[src/rtl/core/acs_pkg.sv]
// Shared types, constants and codes for the accumulator CPU step core.
// No dependencies; used by every module of the block by scoped names.
package acs_pkg;

  // Memory geometry
  localparam int MEM_WORDS = 4096;
  localparam int ADDR_W    = $clog2(MEM_WORDS);
  localparam int WORD_W    = 16;
  localparam int PC_W      = 13;
  localparam int LA_W      = 12;

  // Stream word widths
  localparam int IN_DATA_W  = 48;
  localparam int OUT_DATA_W = 48;
  localparam int OUT_USER_W = 2;

  // Status codes
  localparam logic [2:0] ST_RUN     = 3'd0;
  localparam logic [2:0] ST_HALT    = 3'd1;
  localparam logic [2:0] ST_BAD_IO  = 3'd2;
  localparam logic [2:0] ST_BAD_SH  = 3'd3;
  localparam logic [2:0] ST_OVERRUN = 3'd4;

  // Item kinds carried on in_tuser
  localparam logic OP_WRITE = 1'b0;
  localparam logic OP_STEP  = 1'b1;

  // I/O subcodes
  localparam logic [3:0] IO_HEX_IN   = 4'd0;
  localparam logic [3:0] IO_CHAR_IN  = 4'd4;
  localparam logic [3:0] IO_HEX_OUT  = 4'd8;
  localparam logic [3:0] IO_CHAR_OUT = 4'd12;

  // Shift subcodes
  localparam logic [3:0] SH_LEFT  = 4'd0;
  localparam logic [3:0] SH_RIGHT = 4'd4;
  localparam logic [3:0] SH_ROTL  = 4'd8;
  localparam logic [3:0] SH_ROTR  = 4'd12;

  typedef enum logic [3:0] {
    OPC_HALT  = 4'd0,
    OPC_IO    = 4'd1,
    OPC_SHIFT = 4'd2,
    OPC_LOAD  = 4'd3,
    OPC_STORE = 4'd4,
    OPC_ADD   = 4'd5,
    OPC_SUB   = 4'd6,
    OPC_AND   = 4'd7,
    OPC_OR    = 4'd8,
    OPC_XOR   = 4'd9,
    OPC_NOT   = 4'd10,
    OPC_NOP   = 4'd11,
    OPC_JMP   = 4'd12,
    OPC_JMPE  = 4'd13,
    OPC_JMPL  = 4'd14,
    OPC_BRL   = 4'd15
  } opcode_t;

  typedef enum logic [2:0] {
    S_CLEAR,
    S_IDLE,
    S_WRITE,
    S_FETCH,
    S_DECODE,
    S_OPER,
    S_DONE
  } state_t;

  // Architectural update produced by one executed instruction
  typedef struct packed {
    logic [2:0]        status;
    logic [PC_W-1:0]   pc;
    logic [WORD_W-1:0] acc;
    logic              out_valid;
    logic              out_is_char;
    logic [WORD_W-1:0] out_value;
  } exec_t;

  // Opcodes that read an operand word from memory
  function automatic logic reads_operand(input logic [3:0] opc);
    reads_operand = (opc == OPC_LOAD) || (opc == OPC_ADD) || (opc == OPC_SUB) ||
                    (opc == OPC_AND) || (opc == OPC_OR) || (opc == OPC_XOR);
  endfunction

  // True where a 12-bit address falls inside the memory
  function automatic logic addr_in_range(input logic [LA_W-1:0] a);
    addr_in_range = PC_W'(a) < PC_W'(MEM_WORDS);
  endfunction

endpackage

[src/rtl/core/acs_exec.sv]
// Instruction execute unit: computes the next pc, accumulator, status and output.
// Depends on acs_pkg for opcodes, subcodes and the exec_t result struct.
module acs_exec (
  input  logic [acs_pkg::WORD_W-1:0] ins_i,
  input  logic [acs_pkg::WORD_W-1:0] acc_i,
  input  logic [acs_pkg::PC_W-1:0]   pc_i,
  input  logic [acs_pkg::WORD_W-1:0] operand_i,
  input  logic [acs_pkg::WORD_W-1:0] in_value_i,
  output acs_pkg::exec_t             res_o
);

  logic [3:0]                 sub;
  logic [3:0]                 shamt;
  logic [acs_pkg::PC_W-1:0]   pc_inc;
  logic [acs_pkg::PC_W-1:0]   target;
  logic [2*acs_pkg::WORD_W-1:0] rot_l;
  logic [2*acs_pkg::WORD_W-1:0] rot_r;

  assign sub    = ins_i[11:8];
  assign shamt  = ins_i[3:0];
  assign pc_inc = pc_i + acs_pkg::PC_W'(1);
  assign target = acs_pkg::PC_W'(ins_i[acs_pkg::LA_W-1:0]);
  assign rot_l  = {acc_i, acc_i} << shamt;
  assign rot_r  = {acc_i, acc_i} >> shamt;

  // Decode and execute
  always_comb begin
    res_o             = '0;
    res_o.status      = acs_pkg::ST_RUN;
    res_o.pc          = pc_inc;
    res_o.acc         = acc_i;
    unique case (acs_pkg::opcode_t'(ins_i[15:12]))
      acs_pkg::OPC_HALT: begin
        res_o.status = acs_pkg::ST_HALT;
        res_o.pc     = pc_i;
      end
      acs_pkg::OPC_IO: begin
        unique case (sub)
          acs_pkg::IO_HEX_IN:  res_o.acc = in_value_i;
          acs_pkg::IO_CHAR_IN: res_o.acc = {8'h00, in_value_i[7:0]};
          acs_pkg::IO_HEX_OUT: begin
            res_o.out_valid = 1'b1;
            res_o.out_value = acc_i;
          end
          acs_pkg::IO_CHAR_OUT: begin
            res_o.out_valid   = 1'b1;
            res_o.out_is_char = 1'b1;
            res_o.out_value   = {8'h00, acc_i[7:0]};
          end
          default: begin
            res_o.status = acs_pkg::ST_BAD_IO;
            res_o.pc     = pc_i;
          end
        endcase
      end
      acs_pkg::OPC_SHIFT: begin
        unique case (sub)
          acs_pkg::SH_LEFT:  res_o.acc = acc_i << shamt;
          acs_pkg::SH_RIGHT: res_o.acc = acc_i >> shamt;
          acs_pkg::SH_ROTL:  res_o.acc = rot_l[2*acs_pkg::WORD_W-1:acs_pkg::WORD_W];
          acs_pkg::SH_ROTR:  res_o.acc = rot_r[acs_pkg::WORD_W-1:0];
          default: begin
            res_o.status = acs_pkg::ST_BAD_SH;
            res_o.pc     = pc_i;
          end
        endcase
      end
      acs_pkg::OPC_LOAD:  res_o.acc = operand_i;
      acs_pkg::OPC_STORE: res_o.acc = acc_i;
      acs_pkg::OPC_ADD:   res_o.acc = acc_i + operand_i;
      acs_pkg::OPC_SUB:   res_o.acc = acc_i - operand_i;
      acs_pkg::OPC_AND:   res_o.acc = acc_i & operand_i;
      acs_pkg::OPC_OR:    res_o.acc = acc_i | operand_i;
      acs_pkg::OPC_XOR:   res_o.acc = acc_i ^ operand_i;
      acs_pkg::OPC_NOT:   res_o.acc = ~acc_i;
      acs_pkg::OPC_NOP:   res_o.acc = acc_i;
      acs_pkg::OPC_JMP:   res_o.pc  = target;
      acs_pkg::OPC_JMPE: begin
        if (acc_i == '0) begin
          res_o.pc = target;
        end
      end
      acs_pkg::OPC_JMPL: begin
        if (acc_i[acs_pkg::WORD_W-1]) begin
          res_o.pc = target;
        end
      end
      acs_pkg::OPC_BRL: begin
        res_o.acc = acs_pkg::WORD_W'(pc_inc);
        res_o.pc  = target;
      end
    endcase
  end

endmodule

[config.mk]
export PLATFORM = sky130hd
export DESIGN_NAME = acs_exec
export DESIGN_NICKNAME = d
export VERILOG_FILES = /design/src/rtl/core/acs_pkg.sv /design/src/rtl/core/acs_exec.sv
export SDC_FILE = /design/constraint.sdc
export NUM_CORES = 1
export LEC_CHECK = 0
export BUFFER_PORTS_ARGS = -buffer_cell sky130_fd_sc_hd__buf_4
export CAP_MARGIN = 20
export CORE_ASPECT_RATIO = 0.75
export CORE_MARGIN = 1
export CORE_UTILIZATION = 40
export DETAILED_ROUTE_END_ITERATION = 10
export SLEW_MARGIN = 25
export SYNTH_ARGS = -nofsm -noshare
export SYNTH_HDL_FRONTEND = slang
export SYNTH_SLANG_ARGS = --single-unit
[constraint.sdc]
create_clock -name vclk -period 9.8
set_clock_uncertainty 0.15 [all_clocks]
set_input_delay 0.98 -clock vclk [all_inputs]
set_output_delay 0.98 -clock vclk [all_outputs]
set_load 0.005 [all_outputs]
### Word-level counts from Yosys, hierarchy flattened

Cells that the tools add are included.
W data, S select, Z words.

| word-level totals | value |
|---|---|
| flip-flop bits (word level) | 0 |
| input bits | 77 |
| logic and storage cells | 46 |

| cells by class | value |
|---|---|
| $add $sub $neg | 3 |
| equal/unequal tests | 16 |
| shifts and indexed selects | 4 |
| mux-type cells | 13 |
| bitwise logic cells | 4 |
| reduce and logical (&&, ||, !) cells | 6 |

Operator list:

| kind | number |
|---|---|
| $pmux W16 S10 | 1 |
| $pmux W13 S6 | 1 |
| $pmux W16 S2 | 2 |
| $pmux W16 S4 | 1 |
| $eq A4 B4 Y1 const B | 9 |
| $shl A32 B4 Y32 | 1 |
| $shr A32 B4 Y16 | 1 |
| $mux W15 | 2 |
| $mux W13 | 2 |
| $mux W18 | 1 |
| $add A16 B16 Y16 | 1 |
| $and A16 B16 Y16 | 1 |
| $eq A4 B3 Y1 const B | 4 |
| $logic_not A16 Y1 | 1 |
| $not A16 Y16 | 1 |
| $or A16 B16 Y16 | 1 |
| $shl A16 B4 Y16 | 1 |
| $shr A16 B4 Y16 | 1 |
| $sub A16 B16 Y16 | 1 |
| $xor A16 B16 Y16 | 1 |
| $add A13 B1 Y13 const B | 1 |
| $pmux W3 S3 | 1 |
| $eq A4 B2 Y1 const B | 2 |
| $logic_not A4 Y1 | 2 |
| other kinds (4) | 6 |

### Longest topological paths before layout

Gate-level depths: netlist (run 1).

| logic depth | value |
|---|---|
| depth after elaboration | 4 |
| mapped depth | 13 |

### Worst setup path before layout (run 1)

Ideal clock, no wire load.

| path | value |
|---|---|
| path kind | input-to-output |
| start point | input port ins_i[15] (netlist name) |
| end point | output port res_o[32] (netlist name) |
| arrival | 3.680 ns |
| required time | 8.670 ns |
| path slack | 4.990 ns |
| stages on the path | 13 |
| buffers on the path | 2 |
| path through | buf_4 > nand2b_1 > nor2_1 > clkbuf_1 > nor2_1 > xnor2_1 > ha_1 > nor2b_1 > o31a_1 > o21ai_0 > a21oi_1 > xnor2_1 > a211o_1 |

RTL lines:

| item | line | text |
|---|---|---|
| start, declared | acs_exec.sv:4 | `input logic [acs_pkg::WORD_W-1:0] ins_i,` |
| end, declared | acs_exec.sv:9 | `output acs_pkg::exec_t res_o` |

==> results of run 1 <==
[area by class of cell]
type / count / area (um^2) / area share [%]
Inverter: 48 / 180 / 2.79
Timing Repair Buffer: 129 / 968 / 15.0
Tap cell: 175 / 219 / 3.40
Multi-Input combinational cell: 684 / 5080 / 78.8
[placed cells by master, fill, tap and decap left out, types with 5 or more instances in the layout]
master	Yosys	routed
buf_4	9	129
nand2_1	62	62
nor2_1	57	57
a21oi_1	49	49
ha_1	49	49
o21ai_0	48	48
inv_1	45	45
nor3_1	37	37
mux2i_1	32	32
xnor2_1	27	27
nand3_1	21	21
mux2_2	20	20
a211oi_1	18	18
a22oi_1	13	13
o211ai_1	13	13
a31oi_1	12	12
nand2b_1	11	11
mux4_2	11	11
o22ai_1	10	10
a221oi_1	10	10
nor2b_1	9	9
o21a_1	9	9
o221ai_1	9	9
nor4_1	8	8
nor3b_1	8	8
xor2_1	8	8
a221o_1	8	8
nand4_1	7	7
a22o_1	7	7
a21o_1	7	7
a2111oi_0	6	6
a222oi_1	6	6
o32ai_1	6	6
and3_1	5	5
or3_1	5	5
[how the worst max path moves through the flow]
stage / startpoint / end / depth (start not counted) / slack, ns
floorplan: ins_i[15] / res_o[32] / 13 / 4.99
global placement: ins_i[14] / res_o[27] / 13 / 4.12
detailed placement: ins_i[14] / res_o[27] / 13 / 4.00
CTS: ins_i[14] / res_o[27] / 13 / 3.93
global route: ins_i[14] / res_o[32] / 13 / 3.71
finish: ins_i[14] / res_o[27] / 13 / 3.87
[cell families (layout without fill, tap and decap cells)]
group | count (synthesis) | after routing
AND/OR/NAND/NOR | 257 | 257
multiplexers | 66 | 66
AO/OA/AOI/OAI | 274 | 274
adder cells (fa/ha/maj) | 51 | 51
other | 1 | 1
buffers and inverters | 119 | 177
XOR/XNOR | 35 | 35
[cell usage after synthesis (11+ instances only)]
master | count | area (um^2)
mux2_2 | 20 | 225
nand2b_1 | 11 | 68.8
nor2_1 | 57 | 214
ha_1 | 49 | 613
a211oi_1 | 18 | 135
mux4_2 | 11 | 248
o211ai_1 | 13 | 97.6
a31oi_1 | 12 | 75.1
buf_2 | 26 | 130
a22oi_1 | 13 | 97.6
mux2i_1 | 32 | 320
clkbuf_1 | 22 | 82.6
inv_1 | 45 | 169
nor3_1 | 37 | 185
o21ai_0 | 48 | 240
xnor2_1 | 27 | 236
nand3_1 | 21 | 105
nand2_1 | 62 | 233
a21oi_1 | 49 | 245
[metal layers]
layer / share of wire, % / vias up / global-route usage [%]
li1: - / 3196 / -
met1: 44 / 3404 / 56.5
met2: 38 / 578 / 51.0
met3: 15 / 65 / 14.1
met4: 2.9 / 0 / 8.73
met5: 0 / - / 0
[report_power, final]
part	internal (mW)	switching (mW)	leakage, nW
sequential	0	0	0
combinational	0.145	0.222	2.69
clock	0	0	0
[stage by stage]
step | cell area (um^2) | instances | utilization, % | hold slack [ns] | setup WS (ns)
3_3_place_gp | 6450 | 1036 | 46.9 | 2.12 | 4.12
4_1_cts | 6450 | 1036 | 46.9 | 2.12 | 3.93
2_1_floorplan | 5660 | 803 | - | 1.89 | 4.99
5_1_grt | 6450 | 1036 | 46.9 | 2.14 | 3.71
6_report | 6450 | 1036 | 46.9 | 2.12 | 3.87
3_5_place_dp | 6450 | 1036 | 46.9 | 2.11 | 4.00
==> flow_metrics.env, run 1 <==
export IMPL_worst_slew_pin_slew_ns=1.07
export IMPL_via_per_inst=6.99
export IMPL_crit_buf_inv=3
export IMPL_maxCapViolCount=0
export IMPL_postCtsHoldBufs=0
export IMPL_cp_end_kind="output pin"
export IMPL_hpwl_mm=22.3
export IMPL_post_drt_wl_per_cell_um=27.9
export IMPL_critPathTopFamily="simple AND/OR/NAND/NOR gates"
export IMPL_grt_max_degree=47
export IMPL_synth_top_family_by_area="compound AO/OA/AOI/OAI gates"
export IMPL_period_needed_ns=5.93
export IMPL_path_max_fanout=38
export IMPL_cts_resized=0
export IMPL_initial_core_util_pct=41.1
export IMPL_first_global_vias=6583
export IMPL_avgSynthCellArea_um2=7.04
export IMPL_finalPower_mw=0.367
export IMPL_synthMuxAreaShare_pct=15.4
export IMPL_synth_nets=930
export IMPL_holdPathEnd="res_o[38]"
export IMPL_nClkBuffers=0
export IMPL_post_cts_buffers=0
export IMPL_synth_fa_ha_area_share_pct=11.4
export IMPL_seq_area_um2=0
export IMPL_synth_simple_area_share_pct=23.4
export IMPL_antennaDiodeCount=0
export IMPL_num_vias=7243
export IMPL_grt_use_total_pct=38.3
export IMPL_crit_required_ns=8.67
export IMPL_nNetsFinal=990
export IMPL_crit_type="primary input to output pin"
export IMPL_cp_cell_sequence="buf_4 -> nand2b_1 -> nor2_1 -> mux2_2 -> inv_1 -> ha_1 -> nor2b_1 -> o31a_1 -> o21a_1 -> o41ai_1 -> xor2_1 -> o221ai_1 -> buf_4"
export IMPL_slowest_stage="nor2_1"
export IMPL_status="complete, no violations"
export IMPL_drt_wl_total_mm=28.9
export IMPL_synth_yosys_seq_area_share_pct=0
export IMPL_slew_headroom_pct=28.0
export IMPL_p_leak_nw=2.69
export IMPL_dr_pass1_iters=7
export IMPL_synth_cell_type_count=86
export IMPL_hold_depth=3
export IMPL_critPathMostFrequentCell="buf_4"
export IMPL_io_pins=127
export IMPL_syn2layout_area_growth_pct=14.0
export IMPL_crit_arrival_ns=4.80
export IMPL_peakVddDrop_mv=0.0317
export IMPL_yosys_warnings=0
export IMPL_fillers=1478
export IMPL_portBuffers=126
export IMPL_rows=37
export IMPL_grt_overflow=0
export IMPL_syn_cell_area_um2=5660
export IMPL_die_width_um=139
export IMPL_fin_setup_tns_ns=0
export IMPL_nFlopsAndLatches=0
export IMPL_drc=0
export IMPL_fmax_mhz=169
export IMPL_rsz0062_at_grt="no"
export IMPL_syn_inst=803
export IMPL_gp_congestion=1.02
export IMPL_setup_viol=0
export IMPL_die_area_um2=14600
export IMPL_fin_crit_sh_pct=60.5
export IMPL_min_from="ins_i[4]"
export IMPL_grt_antenna_before_repair=0
export IMPL_first_iter_violations=1005
export IMPL_ant_nets=0
export IMPL_synth_xor_area_share_pct=5.42
export IMPL_min_path_type="primary input to output pin"
export IMPL_grt_pass1_wl_mm=42.4
export IMPL_cpPeakStageDelay_ns=0.82
export IMPL_fp_dieH_um=105
export IMPL_power_density_nw_per_um2=56.9
export IMPL_synth_compound_area_share_pct=34.1
export IMPL_drive_above_1_share_pct=20.4
export IMPL_drv_slew=0
export IMPL_hold_viol_final=0
export IMPL_core_um2=13700
export IMPL_start_kind="primary input"
(Power assumes the default switching activity.)
==> run 2, diff against run 1 <==
==> constraint.sdc (replaced) <==
create_clock -name vclk -period 5.4
set_clock_uncertainty 0.15 [all_clocks]
set_input_delay 0.54 -clock vclk [all_inputs]
set_output_delay 0.54 -clock vclk [all_outputs]
set_load 0.005 [all_outputs]
==> run 2 against run 1 <==
Net effect: wire length grew 0.67%; sequential cell count is the same; final cell count is essentially flat; via count grew 0.36%.
==> flow_metrics.env, run 2 (synthesis gave the netlist of run 1 again) <==
export IMPL_status="complete, no violations"
export IMPL_die_area_um2=14600
export IMPL_power_density_nw_per_um2=103
export IMPL_cpPeakStageDelay_ns=0.46
export IMPL_layout_common_cells="buf_4, nand2_1, nor2_1, a21oi_1, ha_1"
export IMPL_min_path_type="primary input to output pin"
export IMPL_setup_viol=0
export IMPL_die_width_um=139
export IMPL_rsz0062_at_grt="no"
export IMPL_crit_arrival_ns=3.83
export IMPL_drt_wl_total_mm=29.1
export IMPL_critPathMostFrequentCell="buf_4"
export IMPL_rows=37
export IMPL_nFlopsAndLatches=0
export IMPL_fp_dieH_um=105
export IMPL_drv_slew=0
export IMPL_drc=0
export IMPL_mostFrequentLayoutCell="buf_4"
export IMPL_nNetsFinal=991
export IMPL_dr_pass1_iters=6
export IMPL_p_leak_nw=2.69
export IMPL_first_iter_violations=1048
export IMPL_core_um2=13700
export IMPL_slowest_stage="mux2i_1"
export IMPL_period_needed_ns=4.52
export IMPL_fmax_mhz=221
export IMPL_grt_use_total_pct=38.7
export IMPL_fin_crit_sh_pct=83.6
export IMPL_crit_type="primary input to output pin"
export IMPL_peakVddDrop_mv=0.0651
export IMPL_nClkBuffers=0
export IMPL_cts_resized=0
export IMPL_grt_antenna_before_repair=1
export IMPL_grt_pass1_wl_mm=42.6
export IMPL_crit_required_ns=4.71
export IMPL_first_global_vias=6661
export IMPL_grt_overflow=0
export IMPL_drive_above_1_share_pct=20.6
export IMPL_placed_area_um2=6450
export IMPL_post_cts_buffers=0
export IMPL_worst_slew_pin_slew_ns=1.12
export IMPL_path_max_fanout=38
export IMPL_cp_cell_sequence="buf_4 -> nand2b_1 -> nor2_1 -> buf_4 -> mux2_2 -> inv_1 -> ha_1 -> nor2b_1 -> o31a_1 -> o21a_1 -> a21oi_1 -> mux2i_1 -> o211ai_1 -> buf_4"
export IMPL_syn2layout_area_growth_pct=14.2
export IMPL_postCtsHoldBufs=0
export IMPL_via_per_inst=7.01
export IMPL_post_drt_wl_per_cell_um=28.0
export IMPL_hpwl_mm=22.4
export IMPL_ant_nets=0
export IMPL_initial_core_util_pct=41.1
export IMPL_fin_setup_tns_ns=0
export IMPL_final_cell_area_um2=6460
export IMPL_portBuffers=126
export IMPL_cp_end_kind="output pin"
export IMPL_maxCapViolCount=0
export IMPL_start_kind="primary input"
export IMPL_fillers=1435
export IMPL_grt_max_degree=47
export IMPL_gp_congestion=0.993
export IMPL_hold_viol_final=0
export IMPL_hold_ws_ns=1.24
export IMPL_slew_headroom_pct=24.6
export IMPL_seq_area_um2=0
export IMPL_antennaDiodeCount=0
export IMPL_io_pins=127
export IMPL_num_vias=7269
run 2: cell types whose count changed in the layout (fill, tap and decap cells not counted), sizes merged:
cell | before | now
buf | 129 | 130
run 2: critical path, delay by kind of cell:
family                   cells  cell delay [ns]
AND/OR/NAND/NOR              3             0.44
AO/OA/AOI/OAI                4             0.96
multiplexers                 2             0.85
buffers and inverters        4             0.80
adder cells (fa/ha/maj)      1             0.21
run 2: per-stage QoR:
| stage | std cells | worst slack [ns] | total power [mW] | util [%] |
|---|---|---|---|---|
| after floorplan | 803 | 1.47 | 0.396 | - |
| after global placement | 1037 | 1.04 | 0.637 | 46.9 |
| after detailed placement | 1037 | 0.983 | 0.639 | 46.9 |
| after global routing | 1037 | 0.726 | 0.708 | 47.0 |
| after CTS | 1037 | 0.973 | 0.643 | 46.9 |
| final | 1037 | 0.884 | 0.667 | 47.0 |
run 2: cell type report:
| cell class | count | area [um^2] | share of cell area (%) |
|---|---|---|---|
| Multi-Input combinational cell | 684 | 5080 | 78.7 |
| Timing Repair Buffer | 130 | 976 | 15.1 |
| Tap cell | 175 | 219 | 3.39 |
| Inverter | 48 | 180 | 2.79 |
run 2: worst paths after layout:
check	from	cells after the start	slack (ns)	to
worst max-delay path	ins_i[14]	14	0.88	res_o[31]
worst min-delay path	ins_i[4]	3	1.24	res_o[38]
run 2: where the power goes:
part | internal [mW] | total, mW | switching (mW)
registers | 0 | 0 | 0
logic | 0.264 | 0.667 | 0.404
clock network | 0 | 0 | 0
total | 0.264 | 0.667 | 0.404
run 2: per-layer routing:
metal  routed length [um]  GRT usage (%)
met1                13200           58.4
met2                10900           50.6
met3                 4090           11.8
met4                  877           10.9
met5                   13              0
==> run 3, diff against run 2 <==
==> constraint.sdc (replaced) <==
create_clock -name vclk -period 3.8
set_clock_uncertainty 0.15 [all_clocks]
set_input_delay 0.38 -clock vclk [all_inputs]
set_output_delay 0.38 -clock vclk [all_outputs]
set_load 0.005 [all_outputs]
==> run 3 against run 2 <==
Net effect: non-clock buffer count is 61 higher; via count is 3.0% higher; critical path depth stayed put; worst hold slack worse by 0.32 ns; first-iteration DRC count is 1.3% higher; die area stayed put; critical endpoint unchanged; largest power group unchanged.
==> flow_metrics.env, run 3 (synthesis gave the netlist of run 1 again) <==
export IMPL_p_int_mw=0.436
export IMPL_ant_nets=0
export IMPL_slowest_stage="mux2_2"
export IMPL_postCtsHoldBufs=0
export IMPL_peakVddDrop_mv=0.0998
export IMPL_setup_viol=0
export IMPL_pwr_share_seq_pct=0
export IMPL_post_drt_wl_per_cell_um=26.5
export IMPL_dr_pass1_iters=5
export IMPL_cp_cell_sequence="buf_4 -> nand2b_1 -> nor2_2 -> mux2_2 -> inv_1 -> ha_1 -> nor2b_1 -> o31a_1 -> o21a_1 -> a21oi_2 -> mux2i_1 -> buf_4 -> o211ai_1 -> buf_4"
export IMPL_path_max_fanout=4
export IMPL_io_pins=127
export IMPL_multiInputGateArea_um2=5210
export IMPL_nNetsFinal=1052
export IMPL_switching_share_pct=57.6
export IMPL_initial_core_util_pct=41.1
export IMPL_grt_pass1_wl_mm=43.2
export IMPL_finalPower_mw=1.03
export IMPL_hpwl_mm=22.8
export IMPL_drc=0
export IMPL_fp_dieH_um=105
export IMPL_cp_end_kind="output pin"
export IMPL_fmax_mhz=267
export IMPL_grt_use_total_pct=38.6
export IMPL_portBuffers=126
export IMPL_grt_max_degree=47
export IMPL_hold_viol_final=0
export IMPL_drv_slew=0
export IMPL_crit_type="primary input to output pin"
export IMPL_num_vias=7486
export IMPL_fin_crit_sh_pct=98.7
export IMPL_nFlopsAndLatches=0
export IMPL_critPathMostFrequentCell="buf_4"
export IMPL_p_sw_mw=0.593
export IMPL_rows=37
export IMPL_seq_area_um2=0
export IMPL_cpPeakStageDelay_ns=0.39
export IMPL_layout_common_cells="buf_4, nand2_1, nor2_1"
export IMPL_crit_arrival_ns=3.22
export IMPL_grt_antenna_before_repair=0
export IMPL_status="complete, no violations"
export IMPL_utilization_pct=51.2
export IMPL_core_um2=13700
export IMPL_crit_required_ns=3.27
export IMPL_via_per_inst=6.82
export IMPL_die_width_um=139
export IMPL_power_density_nw_per_um2=146
export IMPL_min_path_type="primary input to output pin"
export IMPL_first_global_vias=6851
export IMPL_period_needed_ns=3.75
export IMPL_power_frac_comb_pct=100.0
export IMPL_mostFrequentLayoutCell="buf_4"
export IMPL_drt_wl_total_mm=29.1
export IMPL_first_iter_violations=1062
export IMPL_p_leak_nw=3.01
export IMPL_nClkBuffers=0
export IMPL_start_kind="primary input"
export IMPL_antennaDiodeCount=0
export IMPL_slew_headroom_pct=34.6
export IMPL_gp_congestion=1.01
export IMPL_fillers=1396
export IMPL_syn2layout_area_growth_pct=24.6
export IMPL_maxCapViolCount=0
export IMPL_drive_above_1_share_pct=27.8
export IMPL_grt_overflow=0
export IMPL_clock_power_share_pct=0
export IMPL_worst_slew_pin_slew_ns=0.977
export IMPL_die_area_um2=14600
-- run 3: final cells by class --
class	instances	area share (%)
repair buffers	191	20.4
inverters	48	2.56
multi-input cells	684	73.9
well taps	175	3.11
-- run 3: worst max-delay path: cells and delay by family --
kind                     cells  cell delay [ns]
buffers and inverters        4             0.49
AO/OA/AOI/OAI                4             0.93
adder cells (fa/ha/maj)      1             0.21
AND/OR/NAND/NOR              3             0.55
multiplexers                 2             0.66
-- run 3: per-layer routing --
layer / up-vias / GRT usage (%) / part of all wire, %
met5: - / 4.91 / 0.33
met4: 2 / 5.95 / 1.6
met3: 39 / 9.67 / 15
met2: 554 / 53.9 / 39
met1: 3562 / 58.4 / 45
li1: 3329 / - / -
-- run 3: power groups by stage --
stage,registers [mW],clock network [mW],logic (mW)
after global placement,0,0,0.966
after floorplan,0,0,0.563
after detailed placement,0,0,0.972
after global routing,0,0,1.09
final,0,0,1.03
after CTS,0,0,0.982
-- run 3: repair_timing --
item                       in CTS  in global routing
cloned                          0                  0
setup endpoints to repair       5                  7
buffers inserted                0                  1
pin swaps                       1                  7
gates resized for setup         7                 20
-- run 3: path summary, 6_finish.rpt --
check	from	end	slack, ns	cells after the start
worst max-delay path	ins_i[12]	res_o[31]	0.05	14
worst min-delay path	ins_i[4]	res_o[38]	0.92	3
-- run 3: stage by stage --
stage | setup slack [ns] | hold WS (ns) | TNS (ns) | instances | area [um^2]
3_5_place_dp | -0.125 | 0.913 | -0.267 | 1097 | 6910
5_1_grt | -0.00444 | 0.940 | -0.0114 | 1098 | 7050
6_report | 0.0510 | 0.921 | 0 | 1098 | 7050
3_3_place_gp | -0.0174 | 0.917 | -0.0293 | 1097 | 6910
2_1_floorplan | 0.190 | 0.685 | 0 | 803 | 5660
4_1_cts | 0.0127 | 0.923 | 0 | 1097 | 6930
